$ cat src/sv/tcsi_pkg.sv
// shared types and constants for the throttle clamp and speed interpolator
package tcsi_pkg;

  localparam int KIND_W  = 2;
  localparam int REQ_W   = 9;
  localparam int PWR_W   = 8;
  localparam int SPD_W   = 16;
  localparam int OUT_W   = 24;
  localparam int CFG_W   = 16;
  localparam int IDX_W   = 3;
  localparam int NUM_PTS = 5;
  localparam int NUM_W   = 21;
  localparam int SPEED_FRACTION_BITS_DEF = 8;

  typedef enum logic [KIND_W-1:0] {
    KIND_SET  = 2'd0,
    KIND_INC  = 2'd1,
    KIND_DEC  = 2'd2,
    KIND_HOLD = 2'd3
  } kind_e;

  typedef enum logic [IDX_W-1:0] {
    REG_LIMIT  = 3'd0,
    REG_FLOOR  = 3'd1,
    REG_STEP   = 3'd2,
    REG_SPD0   = 3'd3,
    REG_SPD32  = 3'd4,
    REG_SPD64  = 3'd5,
    REG_SPD96  = 3'd6,
    REG_SPD127 = 3'd7
  } reg_idx_e;

  typedef logic [SPD_W-1:0] spd_arr_t [NUM_PTS];

  typedef struct packed {
    logic             valid;
    logic [PWR_W-1:0] power;
  } pwr_stage_t;

  localparam logic [PWR_W-1:0] BP_T [NUM_PTS] = '{8'd0, 8'd32, 8'd64, 8'd96, 8'd127};
  localparam logic [SPD_W-1:0] SPEED_RST [NUM_PTS] =
    '{16'd0, 16'd0, 16'd830, 16'd1480, 16'd1900};

  localparam logic [PWR_W-1:0] LIMIT_RST = 8'd127;
  localparam logic [PWR_W-1:0] FLOOR_RST = 8'd32;
  localparam logic [PWR_W-1:0] STEP_RST  = 8'd8;

endpackage

$ cat src/sv/tcsi_req_if.sv
// request channel: command kind and requested throttle
interface tcsi_req_if import tcsi_pkg::*; ();
  logic                    valid;
  logic                    ready;
  logic [KIND_W-1:0]       kind;
  logic signed [REQ_W-1:0] requested_throttle;

  modport source (output valid, kind, requested_throttle, input ready);
  modport sink (input valid, kind, requested_throttle, output ready);
endinterface

$ cat src/sv/tcsi_res_if.sv
// result channel: clamped throttle power and interpolated speed
interface tcsi_res_if import tcsi_pkg::*; ();
  logic             valid;
  logic             ready;
  logic [PWR_W-1:0] throttle_power;
  logic [OUT_W-1:0] speed_q8;

  modport source (output valid, throttle_power, speed_q8, input ready);
  modport sink (input valid, throttle_power, speed_q8, output ready);
endinterface

$ cat src/sv/tcsi_interp.sv
// two-stage piecewise linear speed interpolation with output register
module tcsi_interp import tcsi_pkg::*; #(
  parameter int FRAC_BITS = SPEED_FRACTION_BITS_DEF
) (
  input  logic             clk_i,
  input  logic             rst_ni,
  input  logic             en_i,
  input  pwr_stage_t       stg_i,
  input  spd_arr_t         spd_i,
  output pwr_stage_t       stg_o,
  output logic [OUT_W-1:0] speed_o
);

  localparam int QW    = NUM_W + FRAC_BITS;
  localparam int QN_W  = NUM_W - 4;
  localparam int RSH   = NUM_W + 5;
  localparam int PRD_W = 2 * NUM_W + 1;
  localparam logic [NUM_W:0] RECIP =
    (NUM_W + 1)'(((64'd1 << RSH) + 64'd30) / 64'd31);

  // segment select and weighted sum
  pwr_stage_t       s2_q;
  logic [NUM_W-1:0] num_d, num_q;
  logic             span31_d, span31_q;
  logic             zero_d, zero_q;
  logic [1:0]       seg;
  logic [2:0]       seg_lo, seg_hi;
  logic [5:0]       dlo, dhi;
  logic [21:0]      p0, p1;

  always_comb begin
    if (stg_i.power <= BP_T[1]) begin
      seg = 2'd0;
    end else if (stg_i.power <= BP_T[2]) begin
      seg = 2'd1;
    end else if (stg_i.power <= BP_T[3]) begin
      seg = 2'd2;
    end else begin
      seg = 2'd3;
    end
    seg_lo   = 3'(seg);
    seg_hi   = 3'(seg) + 3'd1;
    dlo      = 6'(stg_i.power - BP_T[seg_lo]);
    dhi      = 6'(BP_T[seg_hi] - stg_i.power);
    p0       = 22'(spd_i[seg_lo]) * 22'(dhi);
    p1       = 22'(spd_i[seg_hi]) * 22'(dlo);
    num_d    = NUM_W'(p0 + p1);
    span31_d = (seg == 2'd3);
    zero_d   = (stg_i.power > BP_T[NUM_PTS-1]);
  end

  always_ff @(posedge clk_i or negedge rst_ni) begin
    if (!rst_ni) begin
      s2_q <= '0;
    end else if (en_i) begin
      s2_q <= stg_i;
    end
  end

  always_ff @(posedge clk_i) begin
    if (en_i) begin
      num_q      <= num_d;
      span31_q   <= span31_d;
      zero_q     <= zero_d;
    end
  end

  // scale by the fraction and divide by the span
  logic [2*NUM_W:0] prod;
  logic [QN_W-1:0]  qn;
  logic [NUM_W-1:0] qn31, rem;
  logic [4:0]       r5;
  logic [2:0]       k;
  logic [QW-1:0]    frac, q31, q32, q;
  logic [OUT_W-1:0] spd_d;
  pwr_stage_t       s3_q;
  logic [OUT_W-1:0] spd_q;

  always_comb begin
    prod = PRD_W'(num_q) * PRD_W'(RECIP);
    qn   = QN_W'(prod >> RSH);
    qn31 = NUM_W'({qn, 5'b0}) - NUM_W'(qn);
    rem  = num_q - qn31;
    if (rem >= NUM_W'(31)) begin
      qn  = qn + QN_W'(1);
      rem = rem - NUM_W'(31);
    end
    r5   = 5'(rem);
    // a remainder over 31 repeats its five bits in the binary fraction
    frac = '0;
    k    = 3'd4;
    for (int j = 0; j < FRAC_BITS; j++) begin
      frac = {frac[QW-2:0], r5[k]};
      k    = (k == 3'd0) ? 3'd4 : k - 3'd1;
    end
    q31 = (QW'(qn) << FRAC_BITS) | frac;
    q32 = (QW'(num_q) << FRAC_BITS) >> 5;
    q   = span31_q ? q31 : q32;
    if (zero_q) begin
      spd_d = '0;
    end else if ((q >> OUT_W) != '0) begin
      spd_d = '1;
    end else begin
      spd_d = OUT_W'(q);
    end
  end

  always_ff @(posedge clk_i or negedge rst_ni) begin
    if (!rst_ni) begin
      s3_q <= '0;
    end else if (en_i) begin
      s3_q <= s2_q;
    end
  end

  always_ff @(posedge clk_i) begin
    if (en_i) begin
      spd_q      <= spd_d;
    end
  end

  assign stg_o   = s3_q;
  assign speed_o = spd_q;

endmodule

$ cat src/sv/throttle_clamp_speed_interpolator_top.sv
// Throttle clamp and speed interpolator, top level.
// Requests arrive on req: kind (set, increment, decrement, hold) and a signed
// requested throttle used by set requests. Each accepted request updates the
// throttle power register at once, clamps it against limit and floor, and
// gives exactly one result on res: the clamped power and its speed in
// unsigned fixed point, interpolated between breakpoints 0, 32, 64, 96, 127.
// Throughput is one request per cycle while res does not stall; the power
// update is a single add and clamp ahead of the first pipeline register, so
// consecutive requests chain. From acceptance to the result showing valid a
// request passes the power register, weighted sum stage (two 16x6 products)
// and divide-by-span stage (reciprocal multiply for the last segment) into
// the output register. When res stalls the whole pipeline holds and req.ready
// drops; the output register keeps its payload stable until taken.
// Reset empties the pipeline, clears the power to zero and loads the
// configuration registers with their defaults. Configuration is written on
// cfg_we_i by index and should only change while no result is outstanding.
module throttle_clamp_speed_interpolator_top import tcsi_pkg::*; #(
  parameter int SPEED_FRACTION_BITS = SPEED_FRACTION_BITS_DEF
) (
  input  logic             clk_i,
  input  logic             rst_ni,
  tcsi_req_if.sink         req,
  tcsi_res_if.source       res,
  input  logic             cfg_we_i,
  input  logic [IDX_W-1:0] cfg_idx_i,
  input  logic [CFG_W-1:0] cfg_wdata_i
);

  logic [PWR_W-1:0] limit_q, floor_q, step_q;
  spd_arr_t         spd_q;
  logic [PWR_W-1:0] power_d, power_q;
  logic             en, accept;
  pwr_stage_t       s1_q, stg_out;
  logic [OUT_W-1:0] speed;

  function automatic logic [PWR_W-1:0] clamp_power(
    input logic signed [PWR_W+1:0] cand,
    input logic [PWR_W-1:0]        lim,
    input logic [PWR_W-1:0]        flr
  );
    logic [PWR_W-1:0] res_v;
    if (cand > $signed({2'b00, lim})) begin
      res_v = lim;
    end else if (cand > 0 && cand <= $signed({2'b00, flr})) begin
      res_v = flr;
    end else if (cand < 0) begin
      res_v = '0;
    end else begin
      res_v = cand[PWR_W-1:0];
    end
    return res_v;
  endfunction

  always_ff @(posedge clk_i or negedge rst_ni) begin
    if (!rst_ni) begin
      limit_q <= LIMIT_RST;
      floor_q <= FLOOR_RST;
      step_q  <= STEP_RST;
      for (int i = 0; i < NUM_PTS; i++) begin
        spd_q[i] <= SPEED_RST[i];
      end
    end else if (cfg_we_i) begin
      case (reg_idx_e'(cfg_idx_i))
        REG_LIMIT:  limit_q  <= cfg_wdata_i[PWR_W-1:0];
        REG_FLOOR:  floor_q  <= cfg_wdata_i[PWR_W-1:0];
        REG_STEP:   step_q   <= cfg_wdata_i[PWR_W-1:0];
        REG_SPD0:   spd_q[0] <= cfg_wdata_i[SPD_W-1:0];
        REG_SPD32:  spd_q[1] <= cfg_wdata_i[SPD_W-1:0];
        REG_SPD64:  spd_q[2] <= cfg_wdata_i[SPD_W-1:0];
        REG_SPD96:  spd_q[3] <= cfg_wdata_i[SPD_W-1:0];
        REG_SPD127: spd_q[4] <= cfg_wdata_i[SPD_W-1:0];
        default: ;
      endcase
    end
  end

  assign en        = !res.valid || res.ready;
  assign accept    = req.valid && en;
  assign req.ready = en;

  always_comb begin
    case (kind_e'(req.kind))
      KIND_SET: begin
        power_d = clamp_power((PWR_W+2)'(req.requested_throttle), limit_q, floor_q);
      end
      KIND_INC: begin
        if (power_q == '0) begin
          power_d = clamp_power($signed({2'b00, floor_q}), limit_q, floor_q);
        end else begin
          power_d = clamp_power($signed({2'b00, power_q} + {2'b00, step_q}),
                                limit_q, floor_q);
        end
      end
      KIND_DEC: begin
        if (power_q <= floor_q) begin
          power_d = '0;
        end else begin
          power_d = clamp_power($signed({2'b00, power_q} - {2'b00, step_q}),
                                limit_q, floor_q);
        end
      end
      default: power_d = power_q;
    endcase
  end

  always_ff @(posedge clk_i or negedge rst_ni) begin
    if (!rst_ni) begin
      power_q <= '0;
      s1_q    <= '0;
    end else begin
      if (accept) begin
        power_q <= power_d;
      end
      if (en) begin
        s1_q <= '{valid: accept, power: power_d};
      end
    end
  end

  tcsi_interp #(
    .FRAC_BITS (SPEED_FRACTION_BITS)
  ) u_interp (
    .clk_i   (clk_i),
    .rst_ni  (rst_ni),
    .en_i    (en),
    .stg_i   (s1_q),
    .spd_i   (spd_q),
    .stg_o   (stg_out),
    .speed_o (speed)
  );

  assign res.valid          = stg_out.valid;
  assign res.throttle_power = stg_out.power;
  assign res.speed_q8       = speed;

endmodule

$ cat src/flat_wrapper.sv
// flat-port wrapper written by rule: the top's interface ports become plain ports
module throttle_clamp_speed_interpolator_top_flat import tcsi_pkg::*;
#(
  parameter int SPEED_FRACTION_BITS = SPEED_FRACTION_BITS_DEF
)
  (clk_i, rst_ni, cfg_we_i, cfg_idx_i, cfg_wdata_i, req_valid, req_kind, req_requested_throttle, req_ready, res_valid, res_throttle_power, res_speed_q8, res_ready);
  tcsi_req_if req_i ();
  tcsi_res_if res_i ();
  input  logic clk_i;
  input  logic rst_ni;
  input  logic cfg_we_i;
  input  logic [IDX_W-1:0] cfg_idx_i;
  input  logic [CFG_W-1:0] cfg_wdata_i;
  input wire logic [$bits(req_i.valid)-1:0] req_valid;
  input wire logic [$bits(req_i.kind)-1:0] req_kind;
  input wire logic [$bits(req_i.requested_throttle)-1:0] req_requested_throttle;
  output wire logic [$bits(req_i.ready)-1:0] req_ready;
  output wire logic [$bits(res_i.valid)-1:0] res_valid;
  output wire logic [$bits(res_i.throttle_power)-1:0] res_throttle_power;
  output wire logic [$bits(res_i.speed_q8)-1:0] res_speed_q8;
  input wire logic [$bits(res_i.ready)-1:0] res_ready;
  assign req_i.valid = req_valid;
  assign req_i.kind = req_kind;
  assign req_i.requested_throttle = req_requested_throttle;
  assign req_ready = req_i.ready;
  assign res_valid = res_i.valid;
  assign res_throttle_power = res_i.throttle_power;
  assign res_speed_q8 = res_i.speed_q8;
  assign res_i.ready = res_ready;
  throttle_clamp_speed_interpolator_top #(.SPEED_FRACTION_BITS(SPEED_FRACTION_BITS)) u_core (.clk_i(clk_i), .rst_ni(rst_ni), .req(req_i), .res(res_i), .cfg_we_i(cfg_we_i), .cfg_idx_i(cfg_idx_i), .cfg_wdata_i(cfg_wdata_i));
endmodule
$ cat config.mk
export PLATFORM = sky130hd
export DESIGN_NAME = throttle_clamp_speed_interpolator_top_flat
export DESIGN_NICKNAME = d
export VERILOG_FILES = /design/src/sv/tcsi_pkg.sv /design/src/sv/tcsi_req_if.sv /design/src/sv/tcsi_res_if.sv /design/src/sv/tcsi_interp.sv /design/src/sv/throttle_clamp_speed_interpolator_top.sv /design/src/flat_wrapper.sv
export SDC_FILE = /design/constraint.sdc
export NUM_CORES = 1
export LEC_CHECK = 0
export ABC_AREA = 1
export BUFFER_PORTS_ARGS = -buffer_cell sky130_fd_sc_hd__buf_2
export CORE_ASPECT_RATIO = 1.2
export CORE_UTILIZATION = 60
export CTS_CLUSTER_DIAMETER = 120
export DETAILED_ROUTE_END_ITERATION = 7
export PLACE_DENSITY = 0.78
export SLEW_MARGIN = 20
export SYNTH_ARGS = -nofsm -noshare
export SYNTH_HDL_FRONTEND = slang
export SYNTH_SLANG_ARGS = --single-unit
$ cat constraint.sdc
create_clock -name clk_i -period 11 [get_ports clk_i]
set_input_delay 0.55 -clock clk_i [delete_from_list [all_inputs] [get_ports clk_i]]
set_output_delay 0.55 -clock clk_i [all_outputs]
set_load 0.02 [all_outputs]
After elaboration in Yosys (flattened, before gate mapping)
Memories as Yosys holds them, arrays and structs flattened.
Index checks and enable logic that the tools add are counted.
{"block": "totals", "register_bits": 186, "romBits": 128, "inputBits": 35, "output_inout_bits": 34, "wordCells": 116, "memories": 2}
{"memory": "(no name shown)", "depth": 8, "word_bits": 8, "read_ports": 1, "rd_ports_with_merged_regs": 0, "write_ports": 0, "line": "tcsi_interp.sv:44", "source": "dhi = 6'(BP_T[seg_hi] - stg_i.power);"}
{"memory": "(no name shown)", "depth": 8, "word_bits": 8, "read_ports": 1, "rd_ports_with_merged_regs": 0, "write_ports": 0, "line": "tcsi_interp.sv:43", "source": "dlo = 6'(stg_i.power - BP_T[seg_lo]);"}
{"block": "op_classes", "add_sub_neg": 10, "n_mul": 3, "magnitude_cmp": 21, "eq_ne": 10, "n_mux": 30, "bitwise": 3, "n_reduce_logical": 18}
{"operator": "binary-select mux 16 bit (select 3 bit)", "n": 2}
{"operator": "two-way mux 8 bit", "n": 12}
{"operator": "two-way mux 16 bit", "n": 4}
{"operator": "multiplier 21 x 22 -> 43 bit, second input constant", "n": 1}
{"operator": "multiplier 16 x 6 -> 21 bit", "n": 2}
{"operator": "nonzero test 29 bit", "n": 1}
{"operator": "two-way mux 25 bit", "n": 1}
{"operator": "OR 25 x 8 -> 25 bit", "n": 1}
{"operator": "two-way mux 24 bit", "n": 1}
{"operator": "two-way mux 6 bit", "n": 4}
{"operator": "case mux 8 bit (3 select lines)", "n": 1}
{"operator": "adder 21 bit", "n": 1}
{"operator": ">= comparator 21 x 5 -> 1 bit, second input constant", "n": 1}
{"operator": "subtractor 21 x 17 -> 21 bit", "n": 1}
{"operator": "subtractor 21 bit", "n": 1}
{"operator": "greater-than comparator 9 x 1 -> 1 bit, second input constant", "n": 2}
{"operator": "greater-than comparator 9 bit", "n": 2}
{"operator": "<= comparator 9 bit", "n": 2}
{"operator": "less-than comparator 9 x 1 -> 1 bit, second input constant", "n": 2}
{"operator": "adder 17 x 1 -> 17 bit, second input constant", "n": 1}
{"operator": "two-way mux 17 bit", "n": 1}
{"operator": "<= comparator 8 x 7 -> 1 bit, second input constant", "n": 2}
{"operator": "AND reduction 2 bit", "n": 8}
{"operator": "equality test 3 bit, second input constant", "n": 4}
{"operator": "29 further kinds", "n": 37}

Depth between registers and ports, before layout
Gate-level depths: netlist (run 1).
{"block": "logic_depth", "ltp_word": 12, "depth_mapped": 52, "ltp_nobuf": 51}

Hierarchy
Synthesis (run 1) repeated with hierarchy kept, for this count alone.
{"block": "hier_totals", "cells_unflattened": 3556, "area_unflattened_um2": 25715.9}
{"module": "tcsi_interp", "instances": 1, "cells_each": 2488, "area_each_um2": 17645.7, "seq_area_each_um2": 1861.8}
{"module": "throttle_clamp_speed_interpolator_top", "instances": 1, "cells_each": 1068, "area_each_um2": 8070.2, "seq_area_each_um2": 3062.9}

Worst setup path before layout (run 1)
OpenSTA, ideal clock, no wires.
{"block": "synth_timing", "path_type": "register to register", "start": "register u_core.s1_q[3] (netlist bit)", "end": "register u_core.u_interp.num_q[18] (data pin)", "setup_ns": 0.259, "arrival_time_ns": 7.864, "required_time_ns": 10.741, "slack_ns": 2.878, "path_stages_with_launch": 46, "n_path_buf": 4, "synth_period_minus_slack_ns": 8.122, "cell_sequence": "dfrtp_1 -> clkbuf_1 -> inv_1 -> nand3_1 -> nor3_1 -> inv_2 -> nor2_1 -> nand2_1 -> nand2_1 -> buf_2 -> buf_2 -> ha_1 -> inv_1 -> clkbuf_1 -> ha_1 -> inv_1 -> nand3_1 -> and2_1 -> (+10 left out) -> fa_1 -> ha_1 -> a21oi_1 -> o21ai_0 -> a21o_1 -> nand2_1 -> nand2_1 -> a21oi_1 -> o21ai_0 -> nand2_1 -> inv_1 -> o21ai_0 -> nand2_1 -> nand2_1 -> nand2_1 -> nand3_1 -> nand2_1 -> xor2_1"}
{"block": "synth_between", "elab_chain_cells": 12, "elab_cells_between_ends": 26, "classes_between": "add/sub (4); mul (2); order compare (3); mux (13); bitwise (2); memory (2)"}
{"element": "start, declared", "line": "throttle_clamp_speed_interpolator_top.sv:33", "source": "pwr_stage_t s1_q, stg_out;"}
{"element": "start signal, assigned", "line": "throttle_clamp_speed_interpolator_top.sv:115", "source": "s1_q <= '{valid: accept, power: power_d};"}
{"element": "<= comparator 8 x 7 -> 1 bit", "line": "tcsi_interp.sv:36", "source": "end else if (stg_i.power <= BP_T[3]) begin"}
{"element": "two-way mux 1 bit", "line": "tcsi_interp.sv:36"}
{"element": "two-way mux 2 bit", "line": "tcsi_interp.sv:34", "source": "end else if (stg_i.power <= BP_T[2]) begin"}
{"element": "two-way mux 2 bit", "line": "tcsi_interp.sv:32", "source": "if (stg_i.power <= BP_T[1]) begin"}
{"element": "adder 2 x 1 -> 3 bit", "line": "tcsi_interp.sv:42", "source": "seg_hi = 3'(seg) + 3'd1;"}
{"element": "NOT 3 -> 4 bit (implied by the code)", "line": "tcsi_interp.sv:44, tcsi_interp.sv:46"}
{"element": "memory read (8 x 8 bit)"}
{"element": "two-way mux 6 bit (implied by the code) (2 in a row)", "line": "tcsi_interp.sv:44"}
{"element": "subtractor 6 bit", "line": "tcsi_interp.sv:44"}
{"element": "multiplier 16 x 6 -> 21 bit", "line": "tcsi_interp.sv:45", "source": "p0 = 22'(spd_i[seg_lo]) * 22'(dhi);"}
{"element": "adder 21 bit (*)", "line": "tcsi_interp.sv:47", "source": "num_d = NUM_W'(p0 + p1);"}
{"element": "named net u_core.u_interp.num_d[18]", "line": "tcsi_interp.sv:23", "source": "logic [NUM_W-1:0] num_d, num_q;"}
{"element": "end signal, assigned", "line": "tcsi_interp.sv:62", "source": "num_q <= num_d;"}
{"element": "end, declared", "line": "tcsi_interp.sv:23"}
Mark *: on every way through the listed nets, which the timed path passes. The rest lies on a longest branch. The select of a mux whose other input is x is not followed.
A chain may end at the register's enable or synchronous reset.

Worst setup path in the final report (run 1)
Same ends and word-level chain as after synthesis.

==> impl_metrics.env, run 1 <==
export IMPL_layout_drive_gt1_share_pct=6.13
export IMPL_fin_crit_sh_pct=85.8
export IMPL_place_congestion=1.00
export IMPL_rsz0062_at_grt="no"
export IMPL_synthArstFlopShare_pct=74.7
export IMPL_fin_worst_skew_ns=0.0187
export IMPL_overflow=0
export IMPL_grt_busiest_layer="met2"
export IMPL_finalSetupViolCount=0
export IMPL_synth_edf_count=47
export IMPL_track_usage_pct=33.5
export IMPL_drtPass1Iterations=6
export IMPL_holdCritPathClass="input pin to asynchronous set/reset pin"
export IMPL_drc=0
export IMPL_slew_violations=0
export IMPL_clockRootBuffer="clkbuf_16"
export IMPL_antenna_found_initial=0
export IMPL_grt_pass1_wl_mm=112
export IMPL_grt_max_degree=75
export IMPL_cp_data_arrival_time_ns=9.63
export IMPL_syn_cell_area_mm2=0.0249
export IMPL_setup_worst_path_end_class="register"
export IMPL_cap_violations=0
export IMPL_cp_start_kind="register"
export IMPL_initial_core_util_pct=61.1
export IMPL_pre_cts_ws_ns=1.67
export IMPL_syn_num_nets=3961
export IMPL_seq_area_mm2=0.00492
export IMPL_clock_latency_ns=0.46
export IMPL_fin_tns_setup_ns=0
export IMPL_fin_area_mm2=0.0263
export IMPL_ant_nets=0
export IMPL_critical_path_slowest_cell="inv_1"
export IMPL_grtUsageMet2_pct=60.4
export IMPL_worstPathMaxFanout=32
export IMPL_postPlaceCellArea_mm2=0.0257
export IMPL_drtIter0Drc=1532
export IMPL_wl_mm=68.8
export IMPL_slew_headroom_pct=23.5
export IMPL_postSynthAreaPerCell_um2=7.38
export IMPL_cts_clk_slew_worst_paths_ns=0.07
export IMPL_use_met3_pct=3.22
export IMPL_setup_ws_ns=1.57
export IMPL_gr_usage_met1_pct=38.8
export IMPL_fillers=3678
export IMPL_yosysWarnings=0
export IMPL_cts_sinks=186
export IMPL_yosys_register_bits=186
export IMPL_vias=22400
export IMPL_portBuffers=68
export IMPL_grt_pass1_vias=22400
export IMPL_clockBufferDepth=2
export IMPL_synth_area_leaders="ha_1 17%, fa_1 16%, nand2_1 12%"
export IMPL_wl_per_cell_um=17.4
export IMPL_cts_htree_levels=4
export IMPL_cts_tree="done"
export IMPL_antennaDiodeCount=0
export IMPL_core_mm2=0.0408
export IMPL_viasPerCell=5.67
export IMPL_rows=81
export IMPL_nets=3979
export IMPL_synth_yosys_seq_area_share_pct=19.8
export IMPL_hold_viol_final=0
export IMPL_worst_pin_slew_ns=1.15
export IMPL_postCtsSetupBuffers=0
export IMPL_chipHeight_um=225
export IMPL_max_freq_mhz=106
export IMPL_timing_hold_ws_ns=0.0684
export IMPL_cp_common_cell="nand2_1"
export IMPL_io_pins=69
export IMPL_syn_to_final_growth_pct=5.59
export IMPL_numCtsBuffers=17
export IMPL_yosysTopAreaCell="ha_1"
export IMPL_post_route_min_period_ns=9.43
export IMPL_die_w_um=188
export IMPL_slowest_delay_ns=0.77
export IMPL_postCtsHoldBufs=0
export IMPL_outcome="finished clean"
export IMPL_path_class="register to register"
export IMPL_cts_resized_gates=0
export IMPL_synthCells=3381
export IMPL_synth_top_area_share_pct=17.4
export IMPL_multi_input_area_mm2=0.0174
export IMPL_yosysUniqueCellTypes=61
export IMPL_synthFlopType="dfrtp_1"
export IMPL_dp_hpwl_mm=56.1
export IMPL_required_ns=11.20
export IMPL_die_area_mm2=0.0424
## cells in the mapped netlist, drive strengths merged, types with 3 or more instances
master and instances:
xor2 39, o22ai 12, o211ai 12, nor4 7, nand3 140, nand4 37
nor2 335, o21bai 25, edfxtp 47, inv 598, nand3b 13, clkinv 5
a21o 6, nand2 828, dfstp 28, xnor2 16, ha 346, or2 11
a31oi 11, fa 199, clkbuf 67, o21ai 283, nor3 16, dfrtp 111
a21oi 155, o31ai 4, a21boi 3, buf 12
## cells in the final DEF (no fill, tap or decap), types with 12 or more instances in the layout
master and n:
a21oi_1 152, buf_2 67, clkbuf_16 17, dfrtp_1 111
dfstp_2 28, edfxtp_1 47, fa_1 199, ha_1 346
inv_1 590, nand2_1 816, nand2_2 12, nand3_1 136
nand3b_1 13, nand4_1 36, nor2_1 310, nor2_2 24
nor3_1 13, o211ai_1 12, o21ai_0 279, o21bai_1 24
o22ai_1 12, xnor2_1 15, xor2_1 38
## cells by family (layout without fill, tap and decap cells)
kind of cell             Yosys count  after routing  synth area share [%]
AO/OA/AOI/OAI                    522            522                  11.4
XOR/XNOR                          55             55                  1.99
adder cells (fa/ha/maj)          545            545                  33.3
buffers and inverters            682            713                  10.4
flip-flops                       186            186                  19.8
AND/OR/NAND/NOR                 1391           1391                  23.2
## critical path: cells and delay by family (launching register included)
family	cells	cell delay [ns]
adders and majority gates	9	3.90
buffers and inverters	8	1.81
and+or+nand+nor	16	1.54
AOI/OAI and AO/OA	6	1.00
DFF	1	0.57
xor gates and xnor gates	2	0.33
## final timing paths
| check | startpoint | end | slack (ns) | cells past startpoint |
|---|---|---|---|---|
| setup / recovery | u_core.s1_q[3] | u_core.u_interp.num_q[18] | 1.57 | 41 |
| hold / removal | rst_ni | u_core.spd_q[13] | 0.07 | 1 |
| setup reg to reg | u_core.s1_q[3] | u_core.u_interp.num_q[18] | 1.57 | 41 |
| hold reg to reg | u_core.u_interp.s2_q[8] | u_core.u_interp.stg_o[8] | 0.47 | 1 |
| max in group asynchronous | rst_ni | u_core.u_interp.s2_q[7] | 9.56 | 2 |
| min in group clk_i | cfg_wdata_i[15] | u_core.spd_q[15] | 0.31 | 3 |
## per-stage QoR
step,util [%],std cells
final,64.5,3951
after global placement,62.9,3918
after floorplan,-,3381
after detailed placement,62.9,3918
after CTS,64.4,3950
after global routing,64.5,3951
## per-layer routing
| layer | routed length [um] | vias up |
|---|---|---|
| li1 | - | 10800 |
| met1 | 27100 | 10700 |
| met2 | 34800 | 770 |
| met3 | 3150 | 179 |
| met4 | 3650 | 0 |
| met5 | 0 | - |
## final cells by class
type	instances	area share (%)
clock buffers	18	1.63
multi-input cells	2513	66.2
well taps	539	2.56
inverters	603	8.62
clock inverters	14	0.661
repair buffers	78	1.63
flip-flops and latches	186	18.7
## sequential cells by signal (all words and copies together) (netlist names)
name                      flops
u_core.spd_q                 80
u_core.u_interp.speed_o      24
u_core.u_interp.num_q        21
u_core.s1_q                   9
u_core.u_interp.s2_q          9
u_core.u_interp.stg_o         9
u_core.floor_q                8
u_core.limit_q                8
u_core.power_q                8
u_core.step_q                 8
u_core.u_interp.span31_q      1
u_core.u_interp.zero_q        1
Power of run 1 is not shown: default switching activity piles up to over one toggle a cycle in this logic, so the estimate is an artifact.
==> inputs of run 2 (changes only) <==
--- a/config.mk
+++ b/config.mk
@@ -5,7 +5,6 @@
 export SDC_FILE = /design/constraint.sdc
 export NUM_CORES = 1
 export LEC_CHECK = 0
-export ABC_AREA = 1
 export BUFFER_PORTS_ARGS = -buffer_cell sky130_fd_sc_hd__buf_2
 export CORE_ASPECT_RATIO = 1.2
 export CORE_UTILIZATION = 60
==> run 2 against run 1 <==
Effect of this change:
- sequential share of layout area increased by 0.84 points
- first-iteration DRC count decreased by 20%
- critical endpoint is now u_core.u_interp.speed_o[19]
- design area decreased by 4.3%
- clock skew decreased by 0.0044 ns
- critical path type unchanged
- via count decreased by 14%
==> impl_metrics.env, run 2 <==
export IMPL_cp_start_kind="register"
export IMPL_outcome="finished clean"
export IMPL_chipHeight_um=220
export IMPL_top_register="u_core.spd_q"
export IMPL_vias=19400
export IMPL_holdCritPathClass="input pin to asynchronous set/reset pin"
export IMPL_yosys_top_cells_count="363 x inv_1, 346 x ha_1, 304 x nand2_1"
export IMPL_antennaDiodeCount=0
export IMPL_synth_top_area_share_pct=18.3
export IMPL_portBuffers=68
export IMPL_hold_viol_final=0
export IMPL_max_freq_mhz=96.3
export IMPL_yosysUniqueCellTypes=94
export IMPL_grt_max_degree=77
export IMPL_antenna_found_initial=0
export IMPL_fin_worst_skew_ns=0.0143
export IMPL_dp_cells=3138
export IMPL_die_w_um=183
export IMPL_yosys_register_bits=186
export IMPL_synth_compound_area_share_pct=14.3
export IMPL_drc=0
export IMPL_synthFlopType="dfrtp_1"
export IMPL_drtPass1Iterations=7
export IMPL_finalSetupViolCount=0
export IMPL_setup_worst_path_end_class="register"
export IMPL_synth_xor_xnor_area_share_pct=2.98
export IMPL_initial_core_util_pct=60.9
export IMPL_synth_edf_count=47
export IMPL_slew_violations=0
export IMPL_die_area_mm2=0.0403
export IMPL_fin_tns_setup_ns=0
export IMPL_synth_top_family_by_area="adder cells"
export IMPL_utilization_pct=64.9
export IMPL_cts_sinks=186
export IMPL_worst_pin_slew_ns=1.15
export IMPL_synth_mux_area_share_pct=5.14
export IMPL_wl_mm=63.5
export IMPL_ant_nets=0
export IMPL_largest_reg_flops=80
export IMPL_synthArstFlopShare_pct=74.7
export IMPL_synth_yosys_seq_area_share_pct=20.8
export IMPL_yosysWarnings=0
export IMPL_final_cell_mix="362 x inv_1, 346 x ha_1, 304 x nand2_1"
export IMPL_grt_pass1_wl_mm=103
export IMPL_syn_cell_area_mm2=0.0237
export IMPL_post_route_min_period_ns=10.38
export IMPL_viasPerCell=6.10
export IMPL_cp_data_arrival_time_ns=10.65
export IMPL_postCtsSetupBuffers=0
export IMPL_drtIter0Drc=1228
export IMPL_clock_latency_ns=0.47
export IMPL_slew_headroom_pct=23.1
export IMPL_required_ns=11.27
export IMPL_synth_area_leaders="ha_1 18%, fa_1 17%, dfrtp_1 12%"
export IMPL_pre_cts_ws_ns=0.758
export IMPL_syn_num_nets=3178
export IMPL_worstPathMaxFanout=8
export IMPL_synthCells=2598
export IMPL_layout_drive_gt1_share_pct=10.7
export IMPL_numCtsBuffers=17
export IMPL_grt_pass1_vias=20200
export IMPL_final_cells=3171
export IMPL_path_class="register to register"
export IMPL_clockBufferDepth=2
export IMPL_yosysTopAreaCell="ha_1"
export IMPL_cap_violations=0
export IMPL_nets=3212
export IMPL_synthAdderAreaFrac_pct=35.1
export IMPL_rsz0062_at_grt="no"
export IMPL_place_congestion=0.979
export IMPL_setup_ws_ns=0.616
export IMPL_syn_to_final_growth_pct=6.44
export IMPL_rows=79
export IMPL_final_common_cell="inv_1"
export IMPL_core_mm2=0.0388
export IMPL_postSynthAreaPerCell_um2=9.11
export IMPL_cts_tree="done"
export IMPL_io_pins=69
export IMPL_cts_resized_gates=0
export IMPL_clockRootBuffer="clkbuf_16"
export IMPL_cts_htree_levels=4
export IMPL_wl_per_cell_um=20.0
export IMPL_cp_common_cell="ha_1"
export IMPL_post_synth_top_count_cell="inv_1"
export IMPL_postCtsHoldBufs=0
export IMPL_fin_crit_sh_pct=94.4
export IMPL_overflow=0
export IMPL_critical_path_slowest_cell="o21ai_1"
export IMPL_dp_hpwl_mm=50.4
export IMPL_synth_simple_area_share_pct=14.6
export IMPL_slowest_delay_ns=0.58
export IMPL_track_usage_pct=32.7
export IMPL_cts_clk_slew_worst_paths_ns=0.08
==> run 2: through the flow <==
step,hold slack (ns),instance area (um2)
floorplan,0.254,23700
global route,0.137,25200
detailed placement,0.450,24600
CTS,0.107,25200
finish,0.0862,25200
global placement,0.444,24600
==> run 2: cell families after synthesis <==
kind of cell	Yosys count
buffers and inverters	444
DFF	186
AOI/OAI and AO/OA	509
xor gates and xnor gates	78
muxes	111
adders and majority gates	545
and+or+nand+nor	725
==> run 2: layout make-up <==
class / count / area (um2)
clock buffers: 19 / 454
clock inverters: 13 / 165
fillers: 3199 / 13600
inverters: 366 / 1370
multi-input cells: 1968 / 17100
flip-flops and latches: 186 / 4920
well taps: 526 / 658
repair buffers: 93 / 542
==> run 2: final timing paths <==
path | start | endpoint | slack, ns | depth (start not counted)
max in group asynchronous | rst_ni | u_core.u_interp.s2_q[4] | 9.59 | 2
hold reg to reg | u_core.u_interp.stg_o[5] | u_core.u_interp.stg_o[5] | 0.46 | 2
setup / recovery | u_core.u_interp.num_q[16] | u_core.u_interp.speed_o[19] | 0.62 | 35
hold / removal | rst_ni | u_core.spd_q[28] | 0.09 | 1
setup reg to reg | u_core.u_interp.num_q[16] | u_core.u_interp.speed_o[19] | 0.62 | 35
min in group clk_i | cfg_wdata_i[14] | u_core.spd_q[78] | 0.37 | 2
==> run 2: critical path: cells and delay by family, from the launching register on <==
kind | cells | cell delay [ns]
adders and majority gates | 10 | 3.71
buffers and inverters | 5 | 0.43
AOI/OAI and AO/OA | 9 | 2.90
and+or+nand+nor | 9 | 2.29
DFF | 1 | 0.55
xor gates and xnor gates | 2 | 0.33
==> run 2: routing by layer <==
layer / global-route usage, % / wire, um
met4: 15.4 / 2820
met1: 37.8 / 24900
met3: 4.63 / 3140
met5: 0 / 0
met2: 59.6 / 32600
Power of run 2 is left out for the same reason.
